==> src/trp_pkg.sv <==
// ----------------------------------------------------------------------------
// trp_pkg
// Shared types and constants of the tile reveal pixel generator.
// ----------------------------------------------------------------------------
`default_nettype none

package trp_pkg;

    // frame sequencing
    localparam int unsigned FillFrames   = 128;
    localparam int unsigned HoldFrames   = 14;
    localparam int unsigned CycleFrames  = FillFrames + HoldFrames;
    localparam int unsigned PatternCount = 6;
    // frame mod (CycleFrames * PatternCount) carries both phase and pattern
    localparam int unsigned SuperFrames  = CycleFrames * PatternCount;
    localparam logic [6:0]  MaxThreshold = 7'd127;
    localparam int unsigned RingSpan     = 40;

    localparam int unsigned RankW    = 8;
    localparam int unsigned PatternW = 3;

    // traversal orders
    localparam logic [PatternW-1:0] PAT_FORWARD = 3'd0;
    localparam logic [PatternW-1:0] PAT_REVERSE = 3'd1;
    localparam logic [PatternW-1:0] PAT_CENTRE  = 3'd2;
    localparam logic [PatternW-1:0] PAT_INV_CTR = 3'd3;
    localparam logic [PatternW-1:0] PAT_SNAKE   = 3'd4;
    localparam logic [PatternW-1:0] PAT_RING    = 3'd5;

    // per-tile data computed ahead of the frame math
    typedef struct packed {
        logic [RankW-1:0] rank_forward;
        logic [RankW-1:0] rank_reverse;
        logic [RankW-1:0] rank_centre;
        logic [RankW-1:0] rank_inv_ctr;
        logic [RankW-1:0] rank_snake;
        logic [RankW-1:0] rank_ring;
        logic             glyph_even;
        logic             glyph_odd;
        logic             tile_par;
    } trp_tile_info_t;

endpackage

`default_nettype wire

==> src/trp_tile_rank.sv <==
// ----------------------------------------------------------------------------
// trp_tile_rank
// Ranks of one tile under all six orders, and both glyph figures for a pixel.
// ----------------------------------------------------------------------------
`default_nettype none

module trp_tile_rank (
    input  wire logic [3:0]          tile_x,
    input  wire logic [2:0]          tile_y,
    input  wire logic [2:0]          local_x,
    input  wire logic [2:0]          local_y,
    output trp_pkg::trp_tile_info_t  info
);
    import trp_pkg::*;

    logic [6:0] forward;
    logic [6:0] snake;
    logic [3:0] dx2;
    logic [2:0] dy2;
    logic [5:0] dx4;
    logic [5:0] dy8;
    logic [5:0] centre;
    logic [1:0] ring_x;
    logic [1:0] ring_y;
    logic [1:0] ring_idx;
    logic [5:0] snake_mod;
    logic       border;
    logic       even_fig;
    logic       odd_fig;

    always_comb begin
        forward = {tile_y, tile_x};
        snake   = tile_y[0] ? {tile_y, ~tile_x} : {tile_y, tile_x};

        // |2tx-15| and |2ty-7| are odd, so they come from a bit flip
        dx2 = tile_x[3] ? {tile_x[2:0], 1'b1} : {~tile_x[2:0], 1'b1};
        dy2 = tile_y[2] ? {tile_y[1:0], 1'b1} : {~tile_y[1:0], 1'b1};
        dx4 = {dx2, 2'b00};
        dy8 = {dy2, 3'b000};
        centre = ((dx4 > dy8) ? dx4 : dy8) + 6'(tile_y[2:1]);

        ring_x   = tile_x[3] ? ~tile_x[1:0] : tile_x[1:0];
        ring_x   = (tile_x[3] ? ~tile_x[2] : tile_x[2]) ? 2'd3 : ring_x;
        ring_y   = tile_y[2] ? ~tile_y[1:0] : tile_y[1:0];
        ring_idx = (ring_x < ring_y) ? ring_x : ring_y;

        if (snake >= 7'(3 * RingSpan)) begin
            snake_mod = 6'(snake - 7'(3 * RingSpan));
        end else if (snake >= 7'(2 * RingSpan)) begin
            snake_mod = 6'(snake - 7'(2 * RingSpan));
        end else if (snake >= 7'(RingSpan)) begin
            snake_mod = 6'(snake - 7'(RingSpan));
        end else begin
            snake_mod = 6'(snake);
        end

        info.rank_forward = RankW'(forward);
        info.rank_reverse = RankW'(MaxThreshold - forward);
        info.rank_centre  = RankW'(centre);
        // twice the centre rank stays below 127, so no clamp is needed
        info.rank_inv_ctr = RankW'(MaxThreshold - {centre, 1'b0});
        info.rank_snake   = RankW'(snake);
        info.rank_ring    = RankW'({ring_idx, 5'b00000}) + RankW'({ring_idx, 3'b000})
                          + RankW'(snake_mod);

        border = (local_x == 3'd0) || (local_x == 3'd7)
              || (local_y == 3'd0) || (local_y == 3'd7);

        even_fig = ((local_y <= 3'd3) && ((local_x == local_y) || (local_x == ~local_y)))
                || ((local_y == 3'd3) && ((local_x == 3'd3) || (local_x == 3'd4)))
                || ((local_x == 3'd3) && (local_y >= 3'd3));
        odd_fig  = ((local_y >= 3'd4) && ((local_x == ~local_y) || (local_x == local_y)))
                || ((local_y == 3'd4) && ((local_x == 3'd3) || (local_x == 3'd4)))
                || ((local_x == 3'd4) && (local_y <= 3'd4));

        info.glyph_even = border || even_fig;
        info.glyph_odd  = border || odd_fig;
        info.tile_par   = tile_x[0] ^ tile_y[0];
    end

endmodule

`default_nettype wire

==> src/tile_reveal_pixel_generator_core.sv <==
// ----------------------------------------------------------------------------
// tile_reveal_pixel_generator_core
// Decides for each streamed pixel and frame number whether a cube glyph pixel
// is lit, with a five-stage pipeline.
//
//   channel  | direction | payload
//   ---------+-----------+--------------------------------------------------
//   s_       | in        | pixel_x, pixel_y, frame_number
//   m_       | out       | pixel_on, tile_shown, order_pattern
//
// One transfer in and one out per clock while m_tready holds the output open.
// Stage 1 ranks the tile and folds the frame into a 19-bit residue,
// stages 2 and 3 reduce it to frame mod 852, stage 4 derives pattern and
// threshold, stage 5 selects the rank and registers the result.
// Each stage holds while the one after it is full and stalled; bubbles close.
// Reset (aresetn low, synchronous) empties the pipeline.
// ----------------------------------------------------------------------------
`default_nettype none

module tile_reveal_pixel_generator_core (
    input  wire logic        aclk,
    input  wire logic        aresetn,
    input  wire logic        s_tvalid,
    output logic             s_tready,
    // [6:0] pixel_x, [12:7] pixel_y, [44:13] frame_number, [47:45] zero
    input  wire logic [47:0] s_tdata,
    output logic             m_tvalid,
    input  wire logic        m_tready,
    // [0] pixel_on, [1] tile_shown, [4:2] order_pattern, [7:5] zero
    output logic [7:0]       m_tdata
);
    import trp_pkg::*;

    // 2^(8i) mod 852 for the four frame bytes
    localparam logic [9:0] W1 = 10'(256);
    localparam logic [9:0] W2 = 10'(65536 % SuperFrames);
    localparam logic [9:0] W3 = 10'((65536 * 256) % SuperFrames);
    // 1024 mod 852
    localparam logic [7:0] FoldW = 8'(1024 - SuperFrames);

    logic [6:0]  in_px;
    logic [5:0]  in_py;
    logic [31:0] in_frame;

    trp_tile_info_t tile_info;

    // valid bits and stage enables
    logic v1_reg, v2_reg, v3_reg, v4_reg, v5_reg;
    logic en1, en2, en3, en4, en5;

    trp_tile_info_t s1_info_reg, s2_info_reg, s3_info_reg, s4_info_reg;
    logic [18:0] s1_res_reg;
    logic [14:0] s2_res_reg;
    logic [9:0]  s3_res_reg;
    logic [PatternW-1:0] s4_pattern_reg;
    logic [6:0]  s4_thresh_reg;
    logic [7:0]  out_reg;

    logic [18:0] res1_next;
    logic [16:0] fold_a;
    logic [14:0] res2_next;
    logic [12:0] fold_c;
    logic [11:0] fold_d;
    logic [10:0] fold_e;
    logic [10:0] fold_f;
    logic [9:0]  res3_next;
    logic [2:0]  cyc_idx;
    logic [9:0]  phase_full;
    logic [7:0]  phase;
    logic [PatternW-1:0] pattern_next;
    logic [6:0]  thresh_next;
    logic [RankW-1:0] sel_rank;
    logic        shown;
    logic        odd;
    logic        lit;

    assign in_px    = s_tdata[6:0];
    assign in_py    = s_tdata[12:7];
    assign in_frame = s_tdata[44:13];

    assign en5 = !v5_reg || m_tready;
    assign en4 = !v4_reg || en5;
    assign en3 = !v3_reg || en4;
    assign en2 = !v2_reg || en3;
    assign en1 = !v1_reg || en2;
    assign s_tready = en1;

    trp_tile_rank u_tile_rank (
        .tile_x  (in_px[6:3]),
        .tile_y  (in_py[5:3]),
        .local_x (in_px[2:0]),
        .local_y (in_py[2:0]),
        .info    (tile_info)
    );

    always_comb begin
        res1_next = 19'(in_frame[7:0])
                  + 19'(in_frame[15:8])  * 19'(W1)
                  + 19'(in_frame[23:16]) * 19'(W2)
                  + 19'(in_frame[31:24]) * 19'(W3);

        // each fold keeps the value congruent mod 852
        fold_a    = 17'(s1_res_reg[9:0]) + 17'(s1_res_reg[18:10]) * 17'(FoldW);
        res2_next = 15'(fold_a[9:0]) + 15'(fold_a[16:10]) * 15'(FoldW);

        fold_c = 13'(s2_res_reg[9:0]) + 13'(s2_res_reg[14:10]) * 13'(FoldW);
        fold_d = 12'(fold_c[9:0]) + 12'(fold_c[12:10]) * 12'(FoldW);
        fold_e = 11'(fold_d[9:0]) + 11'(fold_d[11:10]) * 11'(FoldW);
        fold_f = 11'(fold_e[9:0]) + (fold_e[10] ? 11'(FoldW) : 11'd0);
        res3_next = (fold_f >= 11'(SuperFrames)) ? 10'(fold_f - 11'(SuperFrames))
                                                 : fold_f[9:0];

        if (s3_res_reg >= 10'(5 * CycleFrames)) begin
            cyc_idx = 3'd5;
        end else if (s3_res_reg >= 10'(4 * CycleFrames)) begin
            cyc_idx = 3'd4;
        end else if (s3_res_reg >= 10'(3 * CycleFrames)) begin
            cyc_idx = 3'd3;
        end else if (s3_res_reg >= 10'(2 * CycleFrames)) begin
            cyc_idx = 3'd2;
        end else if (s3_res_reg >= 10'(CycleFrames)) begin
            cyc_idx = 3'd1;
        end else begin
            cyc_idx = 3'd0;
        end
        phase_full = s3_res_reg - 10'(cyc_idx) * 10'(CycleFrames);
        phase      = phase_full[7:0];
        thresh_next = (phase >= 8'(FillFrames)) ? MaxThreshold : phase[6:0];

        // pattern = (5*cycle + 1) mod 6 = (1 - cycle) mod 6
        case (cyc_idx)
            3'd0:    pattern_next = PAT_REVERSE;
            3'd1:    pattern_next = PAT_FORWARD;
            3'd2:    pattern_next = PAT_RING;
            3'd3:    pattern_next = PAT_SNAKE;
            3'd4:    pattern_next = PAT_INV_CTR;
            default: pattern_next = PAT_CENTRE;
        endcase

        case (s4_pattern_reg)
            PAT_FORWARD: sel_rank = s4_info_reg.rank_forward;
            PAT_REVERSE: sel_rank = s4_info_reg.rank_reverse;
            PAT_CENTRE:  sel_rank = s4_info_reg.rank_centre;
            PAT_INV_CTR: sel_rank = s4_info_reg.rank_inv_ctr;
            PAT_SNAKE:   sel_rank = s4_info_reg.rank_snake;
            default:     sel_rank = s4_info_reg.rank_ring;
        endcase
        shown = sel_rank <= RankW'(s4_thresh_reg);
        odd   = s4_info_reg.tile_par ^ s4_pattern_reg[0];
        lit   = shown && (odd ? s4_info_reg.glyph_odd : s4_info_reg.glyph_even);
    end

    always_ff @(posedge aclk) begin
        if (!aresetn) begin
            v1_reg <= 1'b0;
            v2_reg <= 1'b0;
            v3_reg <= 1'b0;
            v4_reg <= 1'b0;
            v5_reg <= 1'b0;
        end else begin
            if (en1) v1_reg <= s_tvalid;
            if (en2) v2_reg <= v1_reg;
            if (en3) v3_reg <= v2_reg;
            if (en4) v4_reg <= v3_reg;
            if (en5) v5_reg <= v4_reg;
        end
    end

    always_ff @(posedge aclk) begin
        if (en1) begin
            s1_info_reg <= tile_info;
            s1_res_reg  <= res1_next;
        end
        if (en2) begin
            s2_info_reg <= s1_info_reg;
            s2_res_reg  <= res2_next;
        end
        if (en3) begin
            s3_info_reg <= s2_info_reg;
            s3_res_reg  <= res3_next;
        end
        if (en4) begin
            s4_info_reg    <= s3_info_reg;
            s4_pattern_reg <= pattern_next;
            s4_thresh_reg  <= thresh_next;
        end
        if (en5) begin
            out_reg <= {3'b000, s4_pattern_reg, shown, lit};
        end
    end

    assign m_tvalid = v5_reg;
    assign m_tdata  = out_reg;

    a_pattern_range: assert property (@(posedge aclk) disable iff (!aresetn)
        m_tvalid |-> (m_tdata[4:2] <= PAT_RING))
        else $error("order pattern out of range");

    a_lit_needs_shown: assert property (@(posedge aclk) disable iff (!aresetn)
        (m_tvalid && m_tdata[0]) |-> m_tdata[1])
        else $error("pixel lit on a hidden tile");

    a_residue_reduced: assert property (@(posedge aclk) disable iff (!aresetn)
        v3_reg |-> (s3_res_reg < 10'(SuperFrames)))
        else $error("frame residue not fully reduced");

    a_stall_keeps_item: assert property (@(posedge aclk) disable iff (!aresetn)
        (v4_reg && !en5) |=> (v4_reg && $stable(s4_pattern_reg)))
        else $error("stalled stage lost its item");

endmodule

`default_nettype wire
==> config.mk <==
export PLATFORM = sky130hd
export DESIGN_NAME = tile_reveal_pixel_generator_core
export DESIGN_NICKNAME = d
export VERILOG_FILES = /design/src/trp_pkg.sv /design/src/trp_tile_rank.sv /design/src/tile_reveal_pixel_generator_core.sv
export SDC_FILE = /design/constraint.sdc
export NUM_CORES = 1
export LEC_CHECK = 0
export ABC_AREA = 0
export ABC_CLOCK_PERIOD_IN_PS = 10300
export BUFFER_PORTS_ARGS = -buffer_cell sky130_fd_sc_hd__buf_4
export CAP_MARGIN = 20
export CORE_MARGIN = 3
export CORE_UTILIZATION = 35
export CTS_CLUSTER_SIZE = 12
export DETAILED_ROUTE_END_ITERATION = 6
export GPL_TIMING_DRIVEN = 0
export PLACE_DENSITY = 0.62
export SLEW_MARGIN = 40
export SYNTH_ARGS = -nofsm -noshare
export SYNTH_HDL_FRONTEND = slang
export SYNTH_SLANG_ARGS = --single-unit
==> constraint.sdc <==
create_clock -name aclk -period 10.3 [get_ports aclk]
set_input_delay 1.03 -clock aclk [delete_from_list [all_inputs] [get_ports aclk]]
set_output_delay 1.03 -clock aclk [all_outputs]
set_load 0.05 [all_outputs]
==> flow_metrics.tcl <==
set metrics [dict create \
    outcome "finished clean" \
    post-dp-hpwl_mm 21.27 \
    port-buffer-count 53 \
    synth_edf_count 191 \
    end_kind "flip-flop" \
    setup_ws_ps 475.5 \
    overflow 0 \
    drtPass1Iterations 7 \
    ant_nets 0 \
    layout-drive-gt1-share_pct 10.49 \
    hp-class "flip-flop to flip-flop" \
    gp_congestion 0.8051 \
    design_area_mm2 0.01735 \
    synthTopCellsByCount "254 x ha_1, 208 x inv_1, 191 x edfxtp_1, 80 x xnor2_1, 79 x nor2_1" \
    vias 9840 \
    wl_per_cell_um 13.00 \
    synth_area_mm2 0.01530 \
    grt_pass1_wl_mm 45.31 \
    grt_max_degree 44 \
    clk_pin_slew_ps 80 \
    synth_cell_types 68 \
    tightest_slew_ps 887.8 \
    netlist_instances 1372 \
    core-area_mm2 0.04260 \
    nets 1834 \
    drt-total-wl_mm 26.69 \
    reg2regPathDepth 41 \
    crit_start "s2_res_reg[13]$_DFFE_PP_" \
    cts_tree "yes" \
    cap_violations 0 \
    final_max_slew_viol_count 0 \
    grtUsageTotal_pct 11.60 \
    placed_cell_area_mm2 0.01650 \
    yosysWarnings 0 \
    holdCritStartpoint "s1_info_reg[36]$_DFFE_PP_" \
    hold_buffers 0 \
    grt_pass1_vias 9912 \
    synth_top_area_cell "edfxtp_1" \
    synth_flop_cell "edfxtp_1" \
    viasPerCell 4.791 \
    fin_crit_ps 9824 \
    r2r_end "s3_res_reg[3]$_DFFE_PP_" \
    yosysMostFrequentCell "ha_1" \
    place_ws_ps -524.0 \
    start_util_pct 35.92 \
    areaGrowthSynthToFinish_pct 13.39 \
    worstSetupEndpoint "s3_res_reg[3]$_DFFE_PP_" \
    syn_avg_cell_area_um2 11.15 \
    cts-root-buf "clkbuf_16" \
    fin_cells 2054 \
    fin_crit_sh_pct 95.38 \
    cts_num_sinks 196 \
    cts_buffers 17 \
    dieArea_mm2 0.04627 \
    critical_path_class "flip-flop to flip-flop" \
    path_common_cell "ha_1" \
    die_x_um 215.1 \
    antenna_found_initial 0 \
    setup_violations 0 \
    synth-async-reset-ratio_pct 0 \
    ys_seq_elements 196 \
    worstPathArrival_ps 10000 \
    synth_top_cell_area_share_pct 37.48 \
    slew_headroom_pct 40.19 \
    yosysSeqAreaShare_pct 38.14 \
    critPathRequiredTime_ps 10470 \
    placed_cells 2006 \
    critPathMaxStageDelay_ps 530 \
    finalHoldViolCount 0 \
    critPathLaunchType "flip-flop" \
    nFillCells 4071 \
    multiInputGateArea_mm2 0.008822 \
    ff_latch_area_mm2 0.005836 \
    drcViolationCount 0 \
    h-tree-depth 4 \
    max_freq_mhz 101.8 \
    clock_latency_ps 430 \
    worst_path_max_delay_cell "fa_1" \
    std_cell_rows 75 \
    die_h_um 215.1 \
    diodes 0 \
    r2r-start "s2_res_reg[13]$_DFFE_PP_" \
    cts_buffer_depth 2 \
    critPathMaxFanout 7 \
    skew_ps 20.09 \
    drt_first_iter_violations 310 \
    reg2reg_slack_ps 480 \
    synthTopCellsByArea "edfxtp_1 37%, ha_1 21%, fa_1 8.4%" \
    num_io_pins 62 \
]
-- timing repair --
item,in CTS,in global routing
pin swaps,5,8
gates resized for setup,14,23
hold endpoints to repair,0,0
setup buffers,7,9
endpoints found under the setup margin,7,8
-- routing by layer --
| layer | track usage [%] | wire (µm) |
|---|---|---|
| met2 | 20.68 | 13090 |
| met4 | 2.820 | 454 |
| met1 | 14.87 | 12430 |
| met5 | 0 | 0 |
| met3 | 1.681 | 715 |
-- kinds of logic (layout without fill, tap and decap cells) --
group | after synthesis | count (layout) | share of synthesized area, %
AND/OR/NAND/NOR | 223 | 223 | 7.081
buffers and inverters | 220 | 323 | 5.470
adder cells (fa/ha/maj) | 318 | 318 | 29.14
AO/OA/AOI/OAI | 281 | 281 | 12.15
flip-flops | 196 | 196 | 38.14
XOR/XNOR | 122 | 122 | 7.073
other | 1 | 3 | 0.02451
multiplexers | 11 | 11 | 0.9239
-- layout by cell type (no fill, tap or decap), drive strengths merged, types with 4 or more instances in the layout --
master	count
nor2b	25
dfxtp	5
nand2	43
a21boi	6
o21ai	53
nor2	79
o31a	5
nor3b	6
mux2	5
inv	214
a21o	35
a31oi	9
or2	5
edfxtp	191
clkbuf	27
clkinv	5
a211oi	14
o211a	4
fa	64
nand2b	11
o211ai	4
o21a	24
nand3	14
a221oi	6
a21oi	77
nor3	15
xor2	41
xnor2	80
a2111oi	4
buf	75
o21bai	11
nor4	7
ha	254
o31ai	4
mux2i	4
-- critical path: cells and delay by family, from the launching register on --
family,cells,cell delay (ps)
adder cells (fa/ha/maj),12,3920
AO/OA/AOI/OAI,13,2510
AND/OR/NAND/NOR,10,1620
flip-flops,1,490
buffers and inverters,3,410
multiplexers,1,340
XOR/XNOR,2,270
-- stage by stage --
stage / utilization, % / TNS (ps) / hold WS [ps]
CTS: 40.36 / 0 / 417.0
global placement: 38.56 / -2177 / 402.4
global route: 40.73 / -109.7 / 417.2
detailed placement: 38.73 / -3225 / 404.5
finish: 40.73 / 0 / 411.0
floorplan: - / 0 / 400.3
-- worst min-delay path by stage --
| stage | to | slack [ps] | depth (start not counted) |
|---|---|---|---|
| floorplan | s2_info_reg[0]$_DFFE_PP_ | 400 | 0 |
| global placement | s2_info_reg[36]$_DFFE_PP_ | 400 | 0 |
| detailed placement | s2_info_reg[29]$_DFFE_PP_ | 400 | 0 |
| CTS | s2_info_reg[0]$_DFFE_PP_ | 420 | 0 |
| global route | s4_info_reg[3]$_DFFE_PP_ | 420 | 0 |
| finish | s2_info_reg[36]$_DFFE_PP_ | 410 | 0 |
-- cell type report --
class                   count  area share (%)
multi-input cells         958           50.84
flip-flops and latches    196           33.63
inverters                 208           4.514
well taps                 577           4.161
repair buffers             71           3.216
clock buffers              19           2.495
clock inverters            13          0.8148
plain buffers              12          0.3245
Power is not shown: default switching activity piles up to over one toggle a cycle in this logic, so the estimate is an artifact.
